--- config.mk ---
export PLATFORM = sky130hd
export DESIGN_NAME = decimal_number_parser
export DESIGN_NICKNAME = d
export VERILOG_FILES = /design/src/rtl/dnp_pkg.sv /design/src/rtl/dnp_core.sv /design/src/rtl/decimal_number_parser.sv
export VERILOG_INCLUDE_DIRS = /design/src /design/src/rtl
export SDC_FILE = /design/constraint.sdc
export NUM_CORES = 1
export LEC_CHECK = 0
export BUFFER_PORTS_ARGS = -buffer_cell sky130_fd_sc_hd__buf_2
export CORE_UTILIZATION = 30
export CTS_CLUSTER_SIZE = 10
export DETAILED_ROUTE_END_ITERATION = 8
export GPL_TIMING_DRIVEN = 0
export MAX_ROUTING_LAYER = met4
export SYNTH_ARGS = -nofsm -noshare
export SYNTH_HDL_FRONTEND = slang
export SYNTH_SLANG_ARGS = --single-unit
--- constraint.sdc ---
create_clock -name i_clk -period 13.1 [get_ports i_clk]
set_input_delay 1.965 -clock i_clk [delete_from_list [all_inputs] [get_ports i_clk]]
set_output_delay 1.965 -clock i_clk [all_outputs]
set_load 0.02 [all_outputs]
--- src/rtl/assert_macros.svh ---
// Assertion macros shared by the RTL of the decimal number parser.
`ifndef ASSERT_MACROS_SVH
`define ASSERT_MACROS_SVH

// Check a condition at every clock edge outside reset.
`define DNP_ASSERT_ALWAYS(lbl, clk, rst_n, cond) \
    lbl: assert property (@(posedge clk) disable iff (!rst_n) (cond)) \
        else $error("assertion failed: condition does not hold");

// Check that an antecedent implies a consequent in the same cycle.
`define DNP_ASSERT_IMPLY(lbl, clk, rst_n, ante, cons) \
    lbl: assert property (@(posedge clk) disable iff (!rst_n) (ante) |-> (cons)) \
        else $error("assertion failed: implication does not hold");

`endif

--- src/rtl/dnp_pkg.sv ---
// Package with constants and types of the decimal number parser.
`default_nettype none

package dnp_pkg;

    localparam int MANT_W = 27;
    localparam int EXP_W  = 8;
    localparam int DCNT_W = 4;
    localparam int CHR_W  = 8;

    localparam int DEF_MAX_DIGITS = 8;

    localparam logic [7:0] CH_MINUS = 8'h2D;
    localparam logic [7:0] CH_PLUS  = 8'h2B;
    localparam logic [7:0] CH_ZERO  = 8'h30;
    localparam logic [7:0] CH_NINE  = 8'h39;
    localparam logic [7:0] CH_POINT = 8'h2E;

    localparam logic signed [EXP_W-1:0] EXP_MAX   = 8'sd127;
    localparam logic [DCNT_W-1:0]       COUNT_SAT = 4'd9;
    localparam logic [CHR_W-1:0]        CHARS_SAT = 8'd255;

    typedef struct packed {
        logic                       valid_res;
        logic                       negative;
        logic [MANT_W-1:0]          mantissa;
        logic signed [EXP_W-1:0]    dec_exponent;
        logic [CHR_W-1:0]           consumed;
    } t_result;

endpackage

`default_nettype wire

--- src/rtl/dnp_core.sv ---
// Parse state registers and per-character update of the decimal number parser.
`default_nettype none

module dnp_core #(
    parameter int MAX_DIGITS = dnp_pkg::DEF_MAX_DIGITS
) (
    input  wire logic             i_clk,
    input  wire logic             i_rst_n,
    input  wire logic             i_en,
    input  wire logic [7:0]       i_ch,
    input  wire logic             i_start_req,
    output logic                  o_emit,
    output dnp_pkg::t_result      o_res
);
    import dnp_pkg::*;

    logic                     r_active, n_active;
    logic                     r_expect, n_expect;
    logic                     r_neg, n_neg;
    logic                     r_point, n_point;
    logic [MANT_W-1:0]        r_acc, n_acc;
    logic signed [EXP_W-1:0]  r_exp, n_exp;
    logic [DCNT_W-1:0]        r_dcnt, n_dcnt;
    logic [CHR_W-1:0]         r_ccnt, n_ccnt;

    logic                     e_active, e_expect, e_neg, e_point;
    logic [MANT_W-1:0]        e_acc;
    logic signed [EXP_W-1:0]  e_exp;
    logic [DCNT_W-1:0]        e_dcnt;
    logic [CHR_W-1:0]         e_ccnt;
    logic [CHR_W-1:0]         ccnt_bump;
    logic                     is_sign, is_digit, is_point, valid;
    logic [3:0]               digit;

    assign is_sign  = (i_ch == CH_MINUS) || (i_ch == CH_PLUS);
    assign is_digit = (i_ch >= CH_ZERO) && (i_ch <= CH_NINE);
    assign is_point = (i_ch == CH_POINT);
    assign digit    = 4'(i_ch - CH_ZERO);

    always_comb begin
        e_active = r_active || i_start_req;
        e_expect = i_start_req ? 1'b1 : r_expect;
        e_neg    = i_start_req ? 1'b0 : r_neg;
        e_point  = i_start_req ? 1'b0 : r_point;
        e_acc    = i_start_req ? '0 : r_acc;
        e_exp    = i_start_req ? '0 : r_exp;
        e_dcnt   = i_start_req ? '0 : r_dcnt;
        e_ccnt   = i_start_req ? '0 : r_ccnt;
        ccnt_bump = (e_ccnt < CHARS_SAT) ? e_ccnt + 8'd1 : e_ccnt;
        valid    = (e_dcnt != '0);
    end

    always_comb begin
        n_active = r_active;
        n_expect = r_expect;
        n_neg    = r_neg;
        n_point  = r_point;
        n_acc    = r_acc;
        n_exp    = r_exp;
        n_dcnt   = r_dcnt;
        n_ccnt   = r_ccnt;
        o_emit   = 1'b0;
        o_res.valid_res    = valid;
        o_res.negative     = valid && e_neg;
        o_res.mantissa     = valid ? e_acc : '0;
        o_res.dec_exponent = valid ? e_exp : '0;
        o_res.consumed     = valid ? e_ccnt : '0;
        if (i_en && e_active) begin
            n_active = 1'b1;
            n_expect = 1'b0;
            n_neg    = e_neg;
            n_point  = e_point;
            n_acc    = e_acc;
            n_exp    = e_exp;
            n_dcnt   = e_dcnt;
            n_ccnt   = ccnt_bump;
            if (e_expect && is_sign) begin
                n_neg = (i_ch == CH_MINUS);
            end else if (is_digit) begin
                if (e_dcnt < DCNT_W'(MAX_DIGITS)) begin
                    n_dcnt = e_dcnt + 4'd1;
                    n_acc  = (e_acc << 3) + (e_acc << 1) + MANT_W'(digit);
                    if (e_point) begin
                        n_exp = e_exp - 8'sd1;
                    end
                end else begin
                    if (e_dcnt < COUNT_SAT) begin
                        n_dcnt = e_dcnt + 4'd1;
                    end
                    if (!e_point && (e_exp < EXP_MAX)) begin
                        n_exp = e_exp + 8'sd1;
                    end
                end
            end else if (is_point && !e_point) begin
                n_point = 1'b1;
            end else begin
                o_emit   = 1'b1;
                n_active = 1'b0;
                n_neg    = 1'b0;
                n_point  = 1'b0;
                n_acc    = '0;
                n_exp    = '0;
                n_dcnt   = '0;
                n_ccnt   = '0;
            end
        end
    end

    always_ff @(posedge i_clk) begin
        if (!i_rst_n) begin
            r_active <= 1'b0;
            r_expect <= 1'b0;
            r_neg    <= 1'b0;
            r_point  <= 1'b0;
            r_acc    <= '0;
            r_exp    <= '0;
            r_dcnt   <= '0;
            r_ccnt   <= '0;
        end else begin
            r_active <= n_active;
            r_expect <= n_expect;
            r_neg    <= n_neg;
            r_point  <= n_point;
            r_acc    <= n_acc;
            r_exp    <= n_exp;
            r_dcnt   <= n_dcnt;
            r_ccnt   <= n_ccnt;
        end
    end

endmodule

`default_nettype wire

--- src/rtl/decimal_number_parser.sv ---
// Top level of the decimal number parser: parse core, result register and skid stage.
//
//  channel | direction | handshake                | payload
//  --------+-----------+--------------------------+--------------------------------------
//  in      | request   | i_in_valid / o_in_ready  | i_ch, i_start_req
//  out     | result    | o_out_valid / i_out_ready| o_valid_res, o_negative, o_mantissa,
//          |           |                          | o_dec_exponent, o_consumed
//
// One character per cycle while o_in_ready is high; the parse state updates in the cycle a request is accepted.
// A result is registered from its terminating character; the output register takes it unless stalled.
// A stalled result waits in the output register; one more result fits in the skid stage.
// o_in_ready drops only while the skid stage is full.
// Reset is synchronous, active low, and clears the parse state and empties both result slots.
`default_nettype none
`include "assert_macros.svh"

module decimal_number_parser #(
    parameter int MAX_DIGITS = dnp_pkg::DEF_MAX_DIGITS
) (
    input  wire logic                                    i_clk,
    input  wire logic                                    i_rst_n,
    input  wire logic                                    i_in_valid,
    output logic                                         o_in_ready,
    input  wire logic [7:0]                              i_ch,
    input  wire logic                                    i_start_req,
    output logic                                         o_out_valid,
    input  wire logic                                    i_out_ready,
    output logic                                         o_valid_res,
    output logic                                         o_negative,
    output logic [dnp_pkg::MANT_W-1:0]                   o_mantissa,
    output logic signed [dnp_pkg::EXP_W-1:0]             o_dec_exponent,
    output logic [dnp_pkg::CHR_W-1:0]                    o_consumed
);
    import dnp_pkg::*;

    logic    take, emit, out_fire;
    t_result res;
    t_result r_out, r_skid;
    logic    r_out_v, n_out_v;
    logic    r_skid_v, n_skid_v;
    logic    out_fields_zero, out_fields_sane;

    assign o_in_ready = !r_skid_v;
    assign take       = i_in_valid && o_in_ready;
    assign out_fire   = r_out_v && i_out_ready;

    dnp_core #(
        .MAX_DIGITS (MAX_DIGITS)
    ) u_core (
        .i_clk       (i_clk),
        .i_rst_n     (i_rst_n),
        .i_en        (take),
        .i_ch        (i_ch),
        .i_start_req (i_start_req),
        .o_emit      (emit),
        .o_res       (res)
    );

    always_comb begin
        n_out_v  = r_out_v;
        n_skid_v = r_skid_v;
        if (!r_out_v || out_fire) begin
            if (r_skid_v) begin
                n_out_v  = 1'b1;
                n_skid_v = 1'b0;
            end else begin
                n_out_v = emit;
            end
        end else if (emit) begin
            n_skid_v = 1'b1;
        end
    end

    always_ff @(posedge i_clk) begin
        if (!i_rst_n) begin
            r_out_v  <= 1'b0;
            r_skid_v <= 1'b0;
        end else begin
            r_out_v  <= n_out_v;
            r_skid_v <= n_skid_v;
        end
    end

    always_ff @(posedge i_clk) begin
        if (!r_out_v || out_fire) begin
            r_out <= r_skid_v ? r_skid : res;
        end else if (emit) begin
            r_skid <= res;
        end
    end

    assign o_out_valid    = r_out_v;
    assign o_valid_res    = r_out.valid_res;
    assign o_negative     = r_out.negative;
    assign o_mantissa     = r_out.mantissa;
    assign o_dec_exponent = r_out.dec_exponent;
    assign o_consumed     = r_out.consumed;

    assign out_fields_zero = !o_negative && (o_mantissa == '0) && (o_dec_exponent == '0)
                             && (o_consumed == '0);
    assign out_fields_sane = (o_consumed != '0)
                             && (o_dec_exponent >= -EXP_W'(MAX_DIGITS));

    `DNP_ASSERT_IMPLY(a_skid_behind_out, i_clk, i_rst_n, r_skid_v, r_out_v)
    `DNP_ASSERT_IMPLY(a_invalid_zero, i_clk, i_rst_n, o_out_valid && !o_valid_res, out_fields_zero)
    `DNP_ASSERT_IMPLY(a_valid_consumed, i_clk, i_rst_n, o_out_valid && o_valid_res, out_fields_sane)

endmodule

`default_nettype wire

Word level (Yosys, flattened, before mapping)
Cells that the tools add are included.
{"block": "word_totals", "inputBits": 13, "elab_cells": 97, "register_bits": 142}
{"block": "op_classes", "n_lt_le_gt_ge": 6, "muxes": 43, "eq_ne": 3, "n_reduce_logical": 17, "bitwise_logic": 2, "n_addsub": 7}
{"operator": "2-to-1 mux 27 bit", "n": 6}
{"operator": "2-to-1 mux 8 bit", "n": 14}
{"operator": "2-to-1 mux 45 bit", "n": 1}
{"operator": "adder 27 bit", "n": 1}
{"operator": "adder 27 x 4 -> 27 bit", "n": 1}
{"operator": "== test 8 x 6 -> 1 bit (second input constant)", "n": 3}
{"operator": "2-to-1 mux 4 bit", "n": 6}
{"operator": "< comparator 8 bit (second input constant)", "n": 2}
{"operator": "2-to-1 mux 1 bit", "n": 16}
{"operator": "adder 8 x 1 -> 8 bit (second input constant)", "n": 1}
{"operator": "adder 8 x 2 -> 8 bit (second input constant)", "n": 1}
{"operator": "greater-or-equal comparator 8 x 6 -> 1 bit (second input constant)", "n": 1}
{"operator": "less-or-equal comparator 8 x 6 -> 1 bit (second input constant)", "n": 1}
{"operator": "logical AND 1 bit", "n": 8}
{"operator": "< comparator 4 bit (second input constant)", "n": 2}
{"operator": "subtractor 8 x 2 -> 8 bit (second input constant)", "n": 1}
{"operator": "adder 4 x 1 -> 4 bit (second input constant)", "n": 1}
{"operator": "nonzero test 4 bit", "n": 1}
{"operator": "subtractor 4 x 1 -> 4 bit (second input constant)", "n": 1}
{"operator": "logical NOT 1 bit", "n": 3}
{"operator": "logical OR 1 bit", "n": 3}
{"operator": "inverter 1 bit", "n": 2}
{"operator": "AND reduction 2 bit", "n": 1}
{"operator": "OR reduction 2 bit", "n": 1}

Longest topological paths before layout
{"block": "logic_depth", "depth_word": 8, "depth_mapped": 14}

Hierarchy
A second synthesis with hierarchy kept.
{"block": "unflattened", "cells_unflattened": 761, "hier_area_um2": 8165.3}
{"module": "dnp_core", "area_each_um2": 4760.8, "seq_area_each_um2": 1001.0, "instances": 1, "cells_per_inst": 611}
{"module": "decimal_number_parser", "area_each_um2": 3404.5, "seq_area_each_um2": 2742.6, "instances": 1, "cells_per_inst": 150}

Worst setup path before layout
No wires, ideal clock.
{"block": "synth_path", "path_type": "input-to-reg", "start": "input i_out_ready", "end": "register r_skid[0] (netlist bit), enable pin", "arrival_ns": 6.312, "required_ns": 12.597, "setup_ns": 0.503, "stages": 2, "path_slack_ns": 6.285, "n_path_buf": 0, "path_cell_list": "nand2b_1 > nor3_1"}
{"block": "synth_between", "elab_chain_len": 4}
{"item": "from (decl)", "line_no": "decimal_number_parser.sv:27", "rtl": "input wire logic i_out_ready,"}
{"item": "logical AND 1 bit", "line_no": "decimal_number_parser.sv:45", "rtl": "assign out_fire = r_out_v && i_out_ready;"}
{"item": "logical OR 1 bit", "line_no": "decimal_number_parser.sv:85", "rtl": "if (!r_out_v || out_fire) begin"}
{"item": "inverter 1 bit (no line)"}
{"item": "AND reduction 2 bit (no line)"}
{"item": "to (signal assigned)", "line_no": "decimal_number_parser.sv:88", "rtl": "r_skid <= res;"}
{"item": "to (decl)", "line_no": "decimal_number_parser.sv:38", "rtl": "t_result r_out, r_skid;"}
No other way between the ends.
A chain may end at the register's enable or synchronous reset.

Worst setup path after layout
{"block": "layout_path", "start": "input i_start_req", "end": "register u_core.r_acc[22]"}
{"block": "layout_between", "elab_chain_len": 6, "word_cells_on_any_way": 16, "cone_classes": "add/sub: 2; order compare: 1; mux: 8; reduce/logical: 5"}
{"item": "from (decl)", "line_no": "decimal_number_parser.sv:25", "rtl": "input wire logic i_start_req,"}
{"item": "2-to-1 mux 27 bit or 2-to-1 mux 1 bit (tied branches)", "line_no": "dnp_core.sv:45, dnp_core.sv:44"}
{"item": "adder 27 bit or logical NOT 1 bit (tied branches)", "line_no": "dnp_core.sv:82, dnp_core.sv:94"}
{"item": "adder 27 x 4 -> 27 bit or logical AND 1 bit (tied branches)", "line_no": "dnp_core.sv:82, dnp_core.sv:94"}
{"item": "2-to-1 mux 27 bit (on tied branches)", "line_no": "dnp_core.sv:80, dnp_core.sv:94"}
{"item": "2-to-1 mux 27 bit", "line_no": "dnp_core.sv:79", "rtl": "end else if (is_digit) begin"}
{"item": "2-to-1 mux 27 bit", "line_no": "dnp_core.sv:77", "rtl": "if (e_expect && is_sign) begin"}
{"item": "to (signal assigned)", "line_no": "dnp_core.sv:124", "rtl": "r_acc <= n_acc;"}
{"item": "to (decl)", "line_no": "dnp_core.sv:21", "rtl": "logic [MANT_W-1:0] r_acc, n_acc;"}
Parallel ways exist; a longest one is shown, timed or not.

==> results.md <==
- Core area: 26950 um2
- Antenna viol nets, final: 0
- Synth Flop Type: edfxtp_1
- Per-cell routed wire length: 16.68 um
- Post-Syn Area: 8237 um2
- I/O Buffers: 59
- Vias in the first global route: 6246
- Clock sink count: 142
- Num CTS Buffers: 17
- Clock latency on the worst-skew pair: 0.42 ns
- Power share of the sequential group: 47.8%
- CTS tree: done
- Die X: 167.7 um
- Die Span Y: 167.7 um
- Hold Vio Cnt, Final: 0
- Total Wirelength: 20720 um
- Multiplexer area fraction after synthesis: 5.818%
- I/O pins: 60
- Fin. max-slew vios: 0
- Setup TNS: 0 ns
- CP endpoint kind: flip-flop
- Nets: 956
- Post-CTS Resized: 0
- Comb pwr share: 4.6%
- Synth async-reset ratio: 0%
- Lkg Pwr: 3.988 nW
- Post-synth EDFFs: 90
- CP arrival: 6.14 ns
- Status: finished clean
- CTS Hold Bufs: 0
- Post-synthesis instance total: 804
- Post-synthesis compound-gate area fraction: 16.16%
- Worst VDD drop: 0.06653 mV
- Syn avg cell area: 10.24 um2
- # rows: 60
- Synth Area in XOR/XNOR: 2.233%
- Mapped Nets: 873
- CP max-delay cell: a221oi_1
- First DRT Iteration DRCs: 445
- Layout cells sized above 1: 18.44%
- Die ar.: 28120 um2
- GPL Wtd Cong: 0.8784
- Max-Cap Viols: 0
- Synth Warn #: 0
- # DRC: 0
- Simple-Gate Fraction of Synth Area: 18.61%
- Routed via count: 6456
- Slowest cell delay on critical path: 0.62 ns
- Critical path class: primary input to flip-flop
- Clock power frac: 47.6%
- Transition time of the tightest slew-check pin: 0.7290 ns
- # Post-CTS Setup Buffers: 0
- Sw frac: 24.37%
- Largest net degree at the start of global routing: 31
- Critical path cell sequence: buf_2 > buf_2 > clkbuf_1 > clkbuf_1 > nor2b_1 > ha_1 > ha_1 > fa_1 > a21o_1 > a221oi_1 > a211oi_1 > o21ai_0 > xor2_1 > o21ai_0
- Clock period minus worst slack: 5.851 ns
- GR Util All Layers: 15.59%
- Routed vias/inst: 5.198
- Hold_ws: 0.4550 ns
- Pwr Density: 104.5 nW/um2
- Switching Power: 0.0002448 W
- CP startpoint kind: primary input
- Final setup viols: 0
- CTS Buffer Depth: 2
- Fill cells: 2727
- Worst-case headroom to the max-slew limit: 50.78%
- Worst EP required: 13.39 ns
- Pint: 0.0007595 W
- First-pass GRT wire length: 33670 um
- Global route overflow: 0
- Initial Util: 30.56%
- Fmax: 0.1709 GHz
- Largest family of logic cells by synthesized area: simple AND/OR/NAND/NOR gates
- Seq/Total Area, Yosys: 45.45%
- RSZ-0062 raised after global routing: false
- Critical path fanouts, max: 10
- Synth unique cells: 74
- Adder-Cell Fraction of Synth Area: 8.598%
- #FFs+latches synth: 142
- Clock root cell: clkbuf_16
- Synthesis-to-layout area growth: 16.66%
- Initial antenna violation count: 1
- Number of H-tree levels: 4
- Final Cycle Share: 44.67%
- Clock slew at reported path FFs: 0.07 ns
- Worst hold path type: flip-flop to flip-flop
- Post-DP HPWL: 15570 um
- First-pass DRT Iterations: 5
- Clock Skew: 0.009812 ns
-- logic make-up after synthesis --
group / Yosys count
DFF: 142
muxes: 43
buffers and inverters: 62
AOI/OAI and AO/OA: 194
xor gates and xnor gates: 21
and+or+nand+nor: 286
adders and majority gates: 56
-- power by group through the flow --
stage | clock network (W) | registers (W) | logic [W]
3_3_place_gp | 0 | 0.000490 | 0.0000452
2_1_floorplan | 0 | 0.000498 | 0.0000202
4_1_cts | 0.000484 | 0.000480 | 0.0000465
3_5_place_dp | 0 | 0.000490 | 0.0000464
5_1_grt | 0.000499 | 0.000480 | 0.0000499
6_report | 0.000478 | 0.000480 | 0.0000465
-- cell type report --
type                       instances  area [um2]  area share, %
timing repair buffer              64       360.3          3.750
inverter                          20       75.07         0.7812
sequential                       142        3744          38.96
antenna                            1       2.502        0.02604
buffer                            42       182.7          1.901
clock inverter                    15       150.1          1.562
multi-input combinational        600        4243          44.15
clock buffer                      17       425.4          4.427
tap                              341       426.7          4.440
-- critical path, delay by kind of cell --
family / cells / cell delay [ns]
fa+ha+maj: 3 / 0.95
simple gates: 1 / 0.13
buf+inv: 4 / 1.33
xor+xnor: 1 / 0.21
compound gates: 5 / 1.53
-- worst paths after layout --
path              startpoint               end  slack, ns  cells after the start
max              i_start_req  u_core.r_acc[22]       7.25                     14
min          u_core.r_acc[0]   u_core.r_acc[0]       0.45                      2
max reg2reg  u_core.r_acc[0]  u_core.r_acc[22]       9.45                     10
min reg2reg  u_core.r_acc[0]   u_core.r_acc[0]       0.45                      2
-- synthesized netlist by cell type, types with 4 or more instances --
master    count  area, um2
nand3_1      14      70.07
nand4_1      16      100.1
o211ai_1      6      45.04
edfxtp_1     90       2703
mux2_2       39      439.2
a21oi_1      49      245.2
nand2b_1     19      118.9
mux2i_1       4      40.04
o21ai_0      34      170.2
inv_1        20      75.07
or3_1         6      37.54
xnor2_1      15      131.4
a21o_1        9      67.56
ha_1         55      688.2
clkbuf_1     30      112.6
xor2_1        6      52.55
a211oi_1      8      60.06
nand2_1      58      217.7
a22oi_1      12      90.09
o31ai_1       8      60.06
nor2b_1      31      193.9
nand3b_1      4      30.03
and3_1        6      37.54
a31oi_1       6      37.54
dfxtp_1      52       1041
a32o_1        8      80.08
buf_2         8      40.04
and2_1       40      250.2
o21a_1        8      60.06
nor2_1       53      198.9
nor3_1       17      85.08
-- registers in the layout, summed over array words and instances, names as in the netlist --
signal           count
u_core.r_exp         8
r_skid_v             1
u_core.r_acc        27
r_skid              45
u_core.r_active      1
o_mantissa          27
o_valid_res          1
o_consumed           8
u_core.r_neg         1
o_dec_exponent       8
o_out_valid          1
u_core.r_ccnt        8
u_core.r_dcnt        4
o_negative           1
u_core.r_point       1
-- cell usage in the layout (no fill, tap or decap), types with 5 or more instances in the layout --
cell and count:
o211ai_1 6, and2_1 40, dfxtp_1 52, inv_6 6, mux2_2 39, o21a_1 8
a22oi_1 12, a32o_1 8, nand3_1 14, a211oi_1 8, and3_1 6, xnor2_1 15
clkbuf_1 30, nand2_1 58, nor2_1 53, nor2b_1 31, a31oi_1 6, nand2b_1 18
edfxtp_1 90, a21oi_1 49, buf_6 5, o21ai_0 34, a21o_1 9, inv_1 20
or3_1 6, nor3_1 16, ha_1 55, o31ai_1 8, xor2_1 6, clkbuf_16 17
nand4_1 16, buf_2 67
-- through the flow --
stage	power (W)	cell area (um2)	utilization [%]	std cells	setup WS (ns)
4_1_cts	0.001010	9607	35.65	1241	7.334
6_report	0.001004	9609	35.65	1242	7.249
3_5_place_dp	0.0005362	9031	33.51	1209	6.908
2_1_floorplan	0.0005178	8237	-	804	6.285
3_3_place_gp	0.0005354	8959	33.24	1204	4.061
5_1_grt	0.001029	9609	35.65	1242	7.081
-- routing by layer --
layer,GRT usage [%],vias up,share of wire (%)
met5,-,-,0
met4,6.183,0,1.6
met3,2.104,21,4.4
met2,23.03,160,44
met1,21.46,3100,50
li1,-,3175,-
Power figures use the tool's default switching activity.
